File: src/rtl/assert_macros.svh
// shared assertion macros, clocked on clk with rst_n low masking checks
`ifndef ASSERT_MACROS_SVH
`define ASSERT_MACROS_SVH

// property that must hold at every clock edge out of reset
`define ASSERT_CLK(label, prop, msg) \
    label: assert property (@(posedge clk) disable iff (!rst_n) prop) \
        else $error(msg);

// antecedent at one edge implies consequent at the next
`define ASSERT_NEXT(label, ante, cons, msg) \
    label: assert property (@(posedge clk) disable iff (!rst_n) (ante) |=> (cons)) \
        else $error(msg);

`endif

File: src/rtl/chi_ram.sv
module chi_ram #(
    parameter int WIDTH = 8,
    parameter int DEPTH = 16
) (
    input  logic                     clk,
    input  logic                     we,
    input  logic [$clog2(DEPTH)-1:0] addr,
    input  logic [WIDTH-1:0]         wdata,
    output logic [WIDTH-1:0]         rdata
);

    logic [WIDTH-1:0] mem [DEPTH];
    logic [WIDTH-1:0] rdata_reg;

    always_ff @(posedge clk)
    begin
        if (we)
        begin
            mem[addr] <= wdata;
        end
        rdata_reg <= mem[addr];
    end

    assign rdata = rdata_reg;

endmodule

File: config.mk
export PLATFORM = sky130hd
export DESIGN_NAME = chi_ram
export DESIGN_NICKNAME = d
export VERILOG_FILES = /design/src/rtl/assert_macros.svh /design/src/rtl/chi_ram.sv
export SDC_FILE = /design/constraint.sdc
export NUM_CORES = 1
export LEC_CHECK = 0
export BUFFER_PORTS_ARGS = -buffer_cell sky130_fd_sc_hd__buf_2
export CAP_MARGIN = 40
export CORE_MARGIN = 1.5
export CORE_UTILIZATION = 40
export DETAILED_ROUTE_END_ITERATION = 16
export GPL_TIMING_DRIVEN = 1
export PLACE_DENSITY_LB_ADDON = 0.15
export RECOVER_POWER = 25
export SETUP_SLACK_MARGIN = 0.3
export SYNTH_ARGS = -nofsm -noshare
export SYNTH_HDL_FRONTEND = slang
export SYNTH_SLANG_ARGS = --single-unit
File: constraint.sdc
create_clock -name clk -period 2.4 [get_ports clk]
set_input_delay 0.48 -clock clk [delete_from_list [all_inputs] [get_ports clk]]
set_output_delay 0.48 -clock clk [all_outputs]
set_load 0.05 [all_outputs]
Word level (Yosys, flattened, before mapping)
Memories as Yosys holds them, arrays and structs flattened. A register that Yosys moved wholly into a read port is not among the register bits.
Cells that the tools add are included.
- memories: 1
- flip-flop bits (word level): 0
- word-level logic and storage cells: 3
- bits in writable memories: 128
- memory list (memory ; depth ; bits a word ; rd ports ; clocked after Yosys merged registers in ; wr ports ; RTL line ; RTL):
    mem ; 16 ; 8 ; 1 ; 1 ; 1 ; chi_ram.sv:12 ; logic [WIDTH-1:0] mem [DEPTH];
- multiplexer cells: 2
- operator list (kind ; number):
    2-to-1 mux 1 bit ; 2

Logic depth before layout (Yosys ltp)
Gate-level depths: netlist of run 1.
- word-level depth: 2
- depth in mapped cells: 5
- gate-level depth less buffers: 3

Worst setup path after synthesis of run 1
Ideal clock, no wire load.
- kind: input-to-reg
- start: in addr[2]
- end: mem mem[0][0], enable pin
- setup slack: 0.427 ns
- data required time: 2.017 ns
- library setup time: 0.383 ns
- stages on the path: 2
- arrival: 1.590 ns
- cell sequence: or3b_2 > nor3_1
- RTL lines (element ; RTL line ; RTL):
    start: declaration ; chi_ram.sv:7 ; input logic [$clog2(DEPTH)-1:0] addr,
    end: declaration ; chi_ram.sv:12 ;
No word-level cell before the write port.

==> qor.log, run 1 <==
[setup_path] worst-case register-to-register setup slack 1.02 ns
[global_route] met3 usage 4.76%
[synth] mean post-synth cell area 22.0 um^2
[job] Maximum Capacitance Violations 0
[synth] mux share of post-synthesis cell area 14.2%
[hold_path] type of the tightest min-delay check in -> reg
[synth] fraction of the mapped netlist area in adder cells 0%
[status] status finished, final reports clean
[pwr] NetSw 1.06 mW
[sta] max-slew violation count 0
[sta] setup repair after global routing missed its margin false
[synth] Post-Synth Simple-Gate Area 3.21%
[placement] IO Port Bufs 21
[sta] f_max 633 MHz
[die] top-level port count 22
[global_route] Global Route met2 Usage 28.3%
[pwr] Comb pwr share 5.7%
[clock_network] CTS Root Cell sky130_fd_sc_hd__clkbuf_16
[setup_path] biggest cell delay along the critical path 0.59 ns
[synth] most area-consuming cells after synthesis sky130_fd_sc_hd__edfxtp_1 76%, sky130_fd_sc_hd__mux4_2 14%, sky130_fd_sc_hd__dfxtp_1 3.2%, sky130_fd_sc_hd__a22oi_1 2.4%, sky130_fd_sc_hd__nor2_1 0.96%
[synth] register area share after synthesis 79.0%
[die] die height 116 um
[setup_path] critical path's top delay family multiplexers
[synth] number of storage elements in the synthesis netlist 136
[placement] HPWL after detailed placement 6.59 mm
[global_route] wire length of the first global-routing pass 15.3 mm
[clock_network] post-CTS setup buffers 0
[die] overall die area 13400 um^2
[clock_network] clock latency reported for the late side of the worst-skew pair 0.40 ns
[clock_network] number of H-tree levels 4
[synth] cell area after technology mapping 5070 um^2
[sta] final total negative setup slack 0 ns
[die] Placeable Area 12200 um^2
[setup_path] R2R Path Start mem[7][7]
[layout] end-of-flow core utilization 50.4%
[routing] detailed-routing iteration count for the pre-antenna-repair pass 4
[routing] number of DRC markers in iteration 0 179
[pwr] sequential fraction of design power 50.1%
[global_route] global routing usage on met1 20.4%
[sta] Slew headroom 55.4%
[synth] total nets after synthesis 244
[clock_network] number of hold-repair buffers added at the cts stage 0
[clock_network] total clock buffers created by CTS 17
[sta] transition time at the pin with the least slew margin 0.669 ns
[setup_path] type of the worst setup path in -> reg
[global_route] GRT Resource Usage Total 16.8%
[setup_path] Worst Setup End Kind flip-flop
[sta] time the final worst path needs with I/O delays and setup 1.58 ns
[layout] flip-flop count of the largest register after layout 128
[synth] dominant combinational cell family by area after synthesis multiplexers
[setup_path] CP cell instances buf_2, buf_12, mux4_2, a22oi_1, nand2_1
[layout] number of diodes 0
[setup_path] maximum net fanout on the critical path 39
[synth] fraction of synthesized cell area in xor and xnor cells 0%
[synth] share of the synthesized area in the top cell type 75.9%
[routing] total routed wirelength 9.84 mm
[global_route] global route hottest layer met2
[clock_network] clock-pin slew on the worst setup and hold paths 0.05 ns
[hold_path] Hold Path Cell Cnt 1
[sta] Final Setup Violations 0
[synth] cell taking the most area after synthesis sky130_fd_sc_hd__edfxtp_1
[hold_path] worst hold endpoint mem[8][7]
[clock_network] Max clock buf depth 2
[synth] Yosys warning total 0
[routing] DRC Markers 0
[pwr] switching power as a share of total power 19.9%
[setup_path] category of the worst setup path launch point primary input
[setup_path] Data arrival, critical path 1.87 ns
[pwr] total leakage power 2.05 nW
[global_route] via count of the first global-routing pass 2580
[clock_network] clock tree from TritonCTS built
[clock_network] CTS resizes 0
[placement] last weighted congestion value of the routability-driven placer 0.742
[clock_network] clock sink total 136
[layout] total number of nets in the final design 306
[routing] post-detailed-route count of antenna-violating nets 0
[layout] filler instances 952
[routing] routed length per instance 20.8 um
[global_route] largest net degree at the start of global routing 40
[global_route] global route total overflow 0
[layout] top library cells by usage in the layout, fill and taps aside 128 x sky130_fd_sc_hd__edfxtp_1, 32 x sky130_fd_sc_hd__mux4_2, 32 x sky130_fd_sc_hd__buf_4
[layout] leading cell type in the layout, fill and taps excluded sky130_fd_sc_hd__edfxtp_1
[pwr] power density of the placed cells 872 nW/um^2
[layout] Syn-to-layout area delta 20.9%
[hold_path] hold path start wdata[7]
[pwr] clock network fraction of total power 44.2%
[routing] number of vias after detailed routing 2387
[setup_path] reg2reg end rdata[7]
[die] number of placement rows 40
[synth] number of different library cells in the post-synthesis netlist 18
[setup_path] worst path bufs/invs 2
[setup_path] required time of the critical path 2.69 ns
[routing] vias per cell 5.05
[die] effective utilization at floorplan 41.7%
[setup_path] number of cells on the worst reg-to-reg path 3
[global_route] antenna violations before repair 0
[pwr] design internal power 4.28 mW
[synth] cells after synthesis 230
[synth] area fraction in compound gates after synthesis 2.37%
[pwr] Power Total 5.34 mW
[sta] worst clock skew 0.00326 ns
[sta] count of endpoints failing hold in the final timing report 0
[sta] Final period util 65.8%
[layout] fraction of final layout cells sized beyond drive strength 1 34.8%
[setup_path] Critical-path top delay cell sky130_fd_sc_hd__mux4_2
[die] floorplan die width 116 um
[pwr] worst-case vdd ir drop 0.506 mV
-- worst reg2reg max path: stages, from the launching register on --
cell	delay [ns]
sky130_fd_sc_hd__edfxtp_1	0.35
sky130_fd_sc_hd__mux4_2	0.51
sky130_fd_sc_hd__a22oi_1	0.29
sky130_fd_sc_hd__nand2_1	0.10
-- layout make-up --
class	instances	area, um^2	area share [%]
clock inverters	2	8.76	0.143
repair buffers	54	358	5.84
well taps	168	210	3.43
multi-input cells	83	1000	16.4
flip-flops and latches	136	4000	65.3
clock buffers	30	544	8.88
-- kinds of logic (layout without fill, tap and decap cells) --
logic type / Yosys count / count (layout)
compound gates: 16 / 16
buf+inv: 11 / 86
flops: 136 / 136
mux: 32 / 32
simple gates: 35 / 35
-- per-layer routing --
| layer | wire [um] | vias to the layer above |
|---|---|---|
| met3 | 370 | 9 |
| met5 | 0 | - |
| li1 | - | 1091 |
| met2 | 5070 | 53 |
| met1 | 4280 | 1234 |
| met4 | 119 | 0 |
-- power groups by stage --
stage | Clock (mW) | Sequential [mW] | Combinational, mW
global placement | 0 | 2.72 | 0.311
floorplan | 0 | 2.77 | 0.137
global route | 2.51 | 2.68 | 0.331
CTS | 2.41 | 2.67 | 0.316
finish | 2.36 | 2.67 | 0.306
detailed placement | 0 | 2.72 | 0.315
-- metrics by stage --
step	std cells	hold slack [ns]	setup WS, ns	instance area (um^2)
floorplan	230	0.579	0.427	5070
global placement	441	0.658	0.412	5580
detailed placement	441	0.666	0.389	5580
CTS	473	0.451	0.815	6140
global route	473	0.480	0.742	6130
finish	473	0.491	0.820	6130
-- synth_stat cells, drive strengths merged --
cell type  count
nand2b         2
a22oi         16
or3b           1
clkbuf         3
nand2          9
mux4          32
and2           1
buf            8
dfxtp          8
nand3b         2
nor2          13
edfxtp       128
nor3           4
nand3          1
nor2b          2
-- worst max path at each step --
stage          startpoint         to  slack, ns  cells past startpoint
2_1_floorplan     addr[2]  mem[0][0]       0.43                      2
3_3_place_gp      addr[0]   rdata[7]       0.41                      5
3_5_place_dp      addr[0]   rdata[7]       0.39                      5
4_1_cts          rdata[5]   rdata[5]       0.82                      1
5_1_grt           addr[0]   rdata[7]       0.74                      5
6_report          addr[0]   rdata[7]       0.82                      5
Power figures use the tool's default switching activity.
==> run 2: changes to the inputs <==
Clock period 2.4 ns to 1.5 ns, I/O delays scaled along.
==> qor.log, run 2 (synthesis results as in run 1) <==
[placement] cell count after placement 448 [+1.6%]
[sta] Slew headroom 52.2% [-3.2 points]
[global_route] via count of the first global-routing pass 2709 [+5.0%]
[setup_path] Data arrival, critical path 1.59 ns [-0.28 ns]
[die] overall die area 13400 um^2 [unchanged]
[die] effective utilization at floorplan 41.7% [unchanged]
[routing] number of DRC markers in iteration 0 222 [+24%]
[layout] filler-free cell count of the finished design 480 [+1.5%]
[pwr] total leakage power 2.23 nW [+8.6%]
[layout] fraction of final layout cells sized beyond drive strength 1 50.6% [+16 points]
[placement] IO Port Bufs 21 [unchanged]
[sta] count of endpoints failing hold in the final timing report 0 [unchanged]
[clock_network] clock latency reported for the late side of the worst-skew pair 0.41 ns [about the same]
[job] Maximum Capacitance Violations 0 [unchanged]
[routing] number of vias after detailed routing 2489 [+4.3%]
[status] status finished, final reports clean
[routing] post-detailed-route count of antenna-violating nets 0 [unchanged]
[global_route] global route total overflow 0 [unchanged]
[sta] Final Setup Violations 0 [unchanged]
[layout] top library cells by usage in the layout, fill and taps aside 128 x sky130_fd_sc_hd__edfxtp_1, 32 x sky130_fd_sc_hd__mux4_2, 22 x sky130_fd_sc_hd__buf_12
[clock_network] clock tree from TritonCTS built
[layout] Syn-to-layout area delta 34.3%
[setup_path] Worst Setup End Kind flip-flop
[hold_path] type of the tightest min-delay check in -> reg
[hold_path] Hold Path Cell Cnt 1 [unchanged]
[layout] leading cell type in the layout, fill and taps excluded sky130_fd_sc_hd__edfxtp_1
[layout] total number of nets in the final design 313 [+2.3%]
[setup_path] maximum net fanout on the critical path 15 [-62%]
[clock_network] clock sink total 136 [unchanged]
[die] top-level port count 22 [unchanged]
[global_route] GRT Resource Usage Total 17.9% [+1.1 points]
[sta] setup slack after layout 0.201 ns [-0.619 ns]
[pwr] design internal power 7.18 mW [+68%]
[pwr] Power Total 9.12 mW [+71%]
[die] floorplan die width 116 um [unchanged]
[placement] HPWL after detailed placement 6.88 mm [+4.4%]
[sta] f_max 770 MHz
[routing] total routed wirelength 10.7 mm [+8.3%]
[placement] Area after DPL 6060 um^2 [+8.6%]
[setup_path] category of the worst setup path launch point primary input
[layout] flip-flop count of the largest register after layout 128 [unchanged]
[pwr] worst-case vdd ir drop 0.744 mV [+47%]
[layout] end-of-flow core utilization 55.9% [+5.6 points]
[pwr] Comb pwr share 7.3% [+1.6 points]
[pwr] switching power as a share of total power 21.3% [+1.4 points]
[setup_path] worst-case register-to-register setup slack 0.22 ns [-0.80 ns]
[placement] worst setup slack before clock tree synthesis -0.343 ns [-0.732 ns]
[routing] vias per cell 5.19 [+2.8%]
[pwr] sequential fraction of design power 47.1% [-3.0 points]
[sta] max-slew violation count 0 [unchanged]
[layout] post-route design area 6800 um^2 [+11%]
[placement] last weighted congestion value of the routability-driven placer 0.690 [-7.0%]
[global_route] wire length of the first global-routing pass 16.3 mm [+6.9%]
[layout] filler instances 913 [-4.1%]
[clock_network] clock-pin slew on the worst setup and hold paths 0.06 ns [about the same]
[clock_network] total clock buffers created by CTS 17 [unchanged]
[global_route] antenna violations before repair 0 [unchanged]
[sta] final total negative setup slack 0 ns [unchanged]
[layout] number of diodes 0 [unchanged]
[clock_network] number of hold-repair buffers added at the cts stage 0 [unchanged]
[pwr] NetSw 1.94 mW [+83%]
[routing] detailed-routing iteration count for the pre-antenna-repair pass 4 [unchanged]
[setup_path] type of the worst setup path in -> reg
[sta] worst clock skew 0.00449 ns [+0.00123 ns]
[pwr] power density of the placed cells 1340 nW/um^2 [+54%]
[sta] transition time at the pin with the least slew margin 0.717 ns [+0.0481 ns]
[sta] setup repair after global routing missed its margin true
[die] number of placement rows 40 [unchanged]
[die] die height 116 um [unchanged]
[global_route] largest net degree at the start of global routing 20 [-50%]
[clock_network] CTS Root Cell sky130_fd_sc_hd__clkbuf_16
[sta] Final period util 86.6%
[sta] Hold Worst Slack 0.302 ns [-0.189 ns]
[setup_path] required time of the critical path 1.79 ns [-0.90 ns]
[setup_path] number of cells on the worst reg-to-reg path 3 [unchanged]
[clock_network] number of H-tree levels 4 [unchanged]
[routing] DRC Markers 0 [unchanged]
[clock_network] Max clock buf depth 2 [unchanged]
[pwr] clock network fraction of total power 45.6% [+1.4 points]
[sta] time the final worst path needs with I/O delays and setup 1.30 ns
[die] Placeable Area 12200 um^2 [unchanged]
[routing] routed length per instance 22.2 um [+6.8%]
-- run 2: final timing paths --
check,start,to
worst min register to register,mem[7][0],rdata[0]
worst max register to register,mem[0][6],rdata[6]
worst max-delay path,addr[0],rdata[6]
worst min-delay path,wdata[5],mem[14][5]
-- run 2: final cells by class --
type,instances,area (um^2),share of cell area [%]
clock buffers,18,429,6.31
well taps,168,210,3.09
multi-input cells,83,1220,17.9
flip-flops and latches,136,4020,59.0
repair buffers,61,753,11.1
clock inverters,14,174,2.56
-- run 2: power by group through the flow --
stage | Combinational [mW] | Sequential, mW | Clock (mW)
after global routing | 0.711 | 4.30 | 4.40
after CTS | 0.667 | 4.29 | 4.23
after detailed placement | 0.614 | 4.36 | 0
after global placement | 0.610 | 4.35 | 0
final | 0.669 | 4.29 | 4.16
after floorplan | 0.273 | 4.44 | 0
-- run 2: what timing repair did --
action | CTS | global route
endpoints found under the hold margin | 0 | 0
pin swaps | 9 | 0
buffers inserted | 0 | 0
gates resized for setup | 35 | 10
setup endpoints to repair | 16 | 19
-- run 2: routing by layer --
metal	track usage [%]	vias up	wire length (um)
li1	-	1107	-
met1	23.0	1317	4620
met2	30.1	54	5530
met3	4.29	11	380
met4	5.93	0	129
met5	0	-	0
-- run 2: critical path, stage by stage --
cell,delay [ns]
sky130_fd_sc_hd__buf_2,0.14
sky130_fd_sc_hd__buf_12,0.19
sky130_fd_sc_hd__buf_12,0.13
sky130_fd_sc_hd__mux4_2,0.51
sky130_fd_sc_hd__a22oi_2,0.24
sky130_fd_sc_hd__nand2_1,0.07
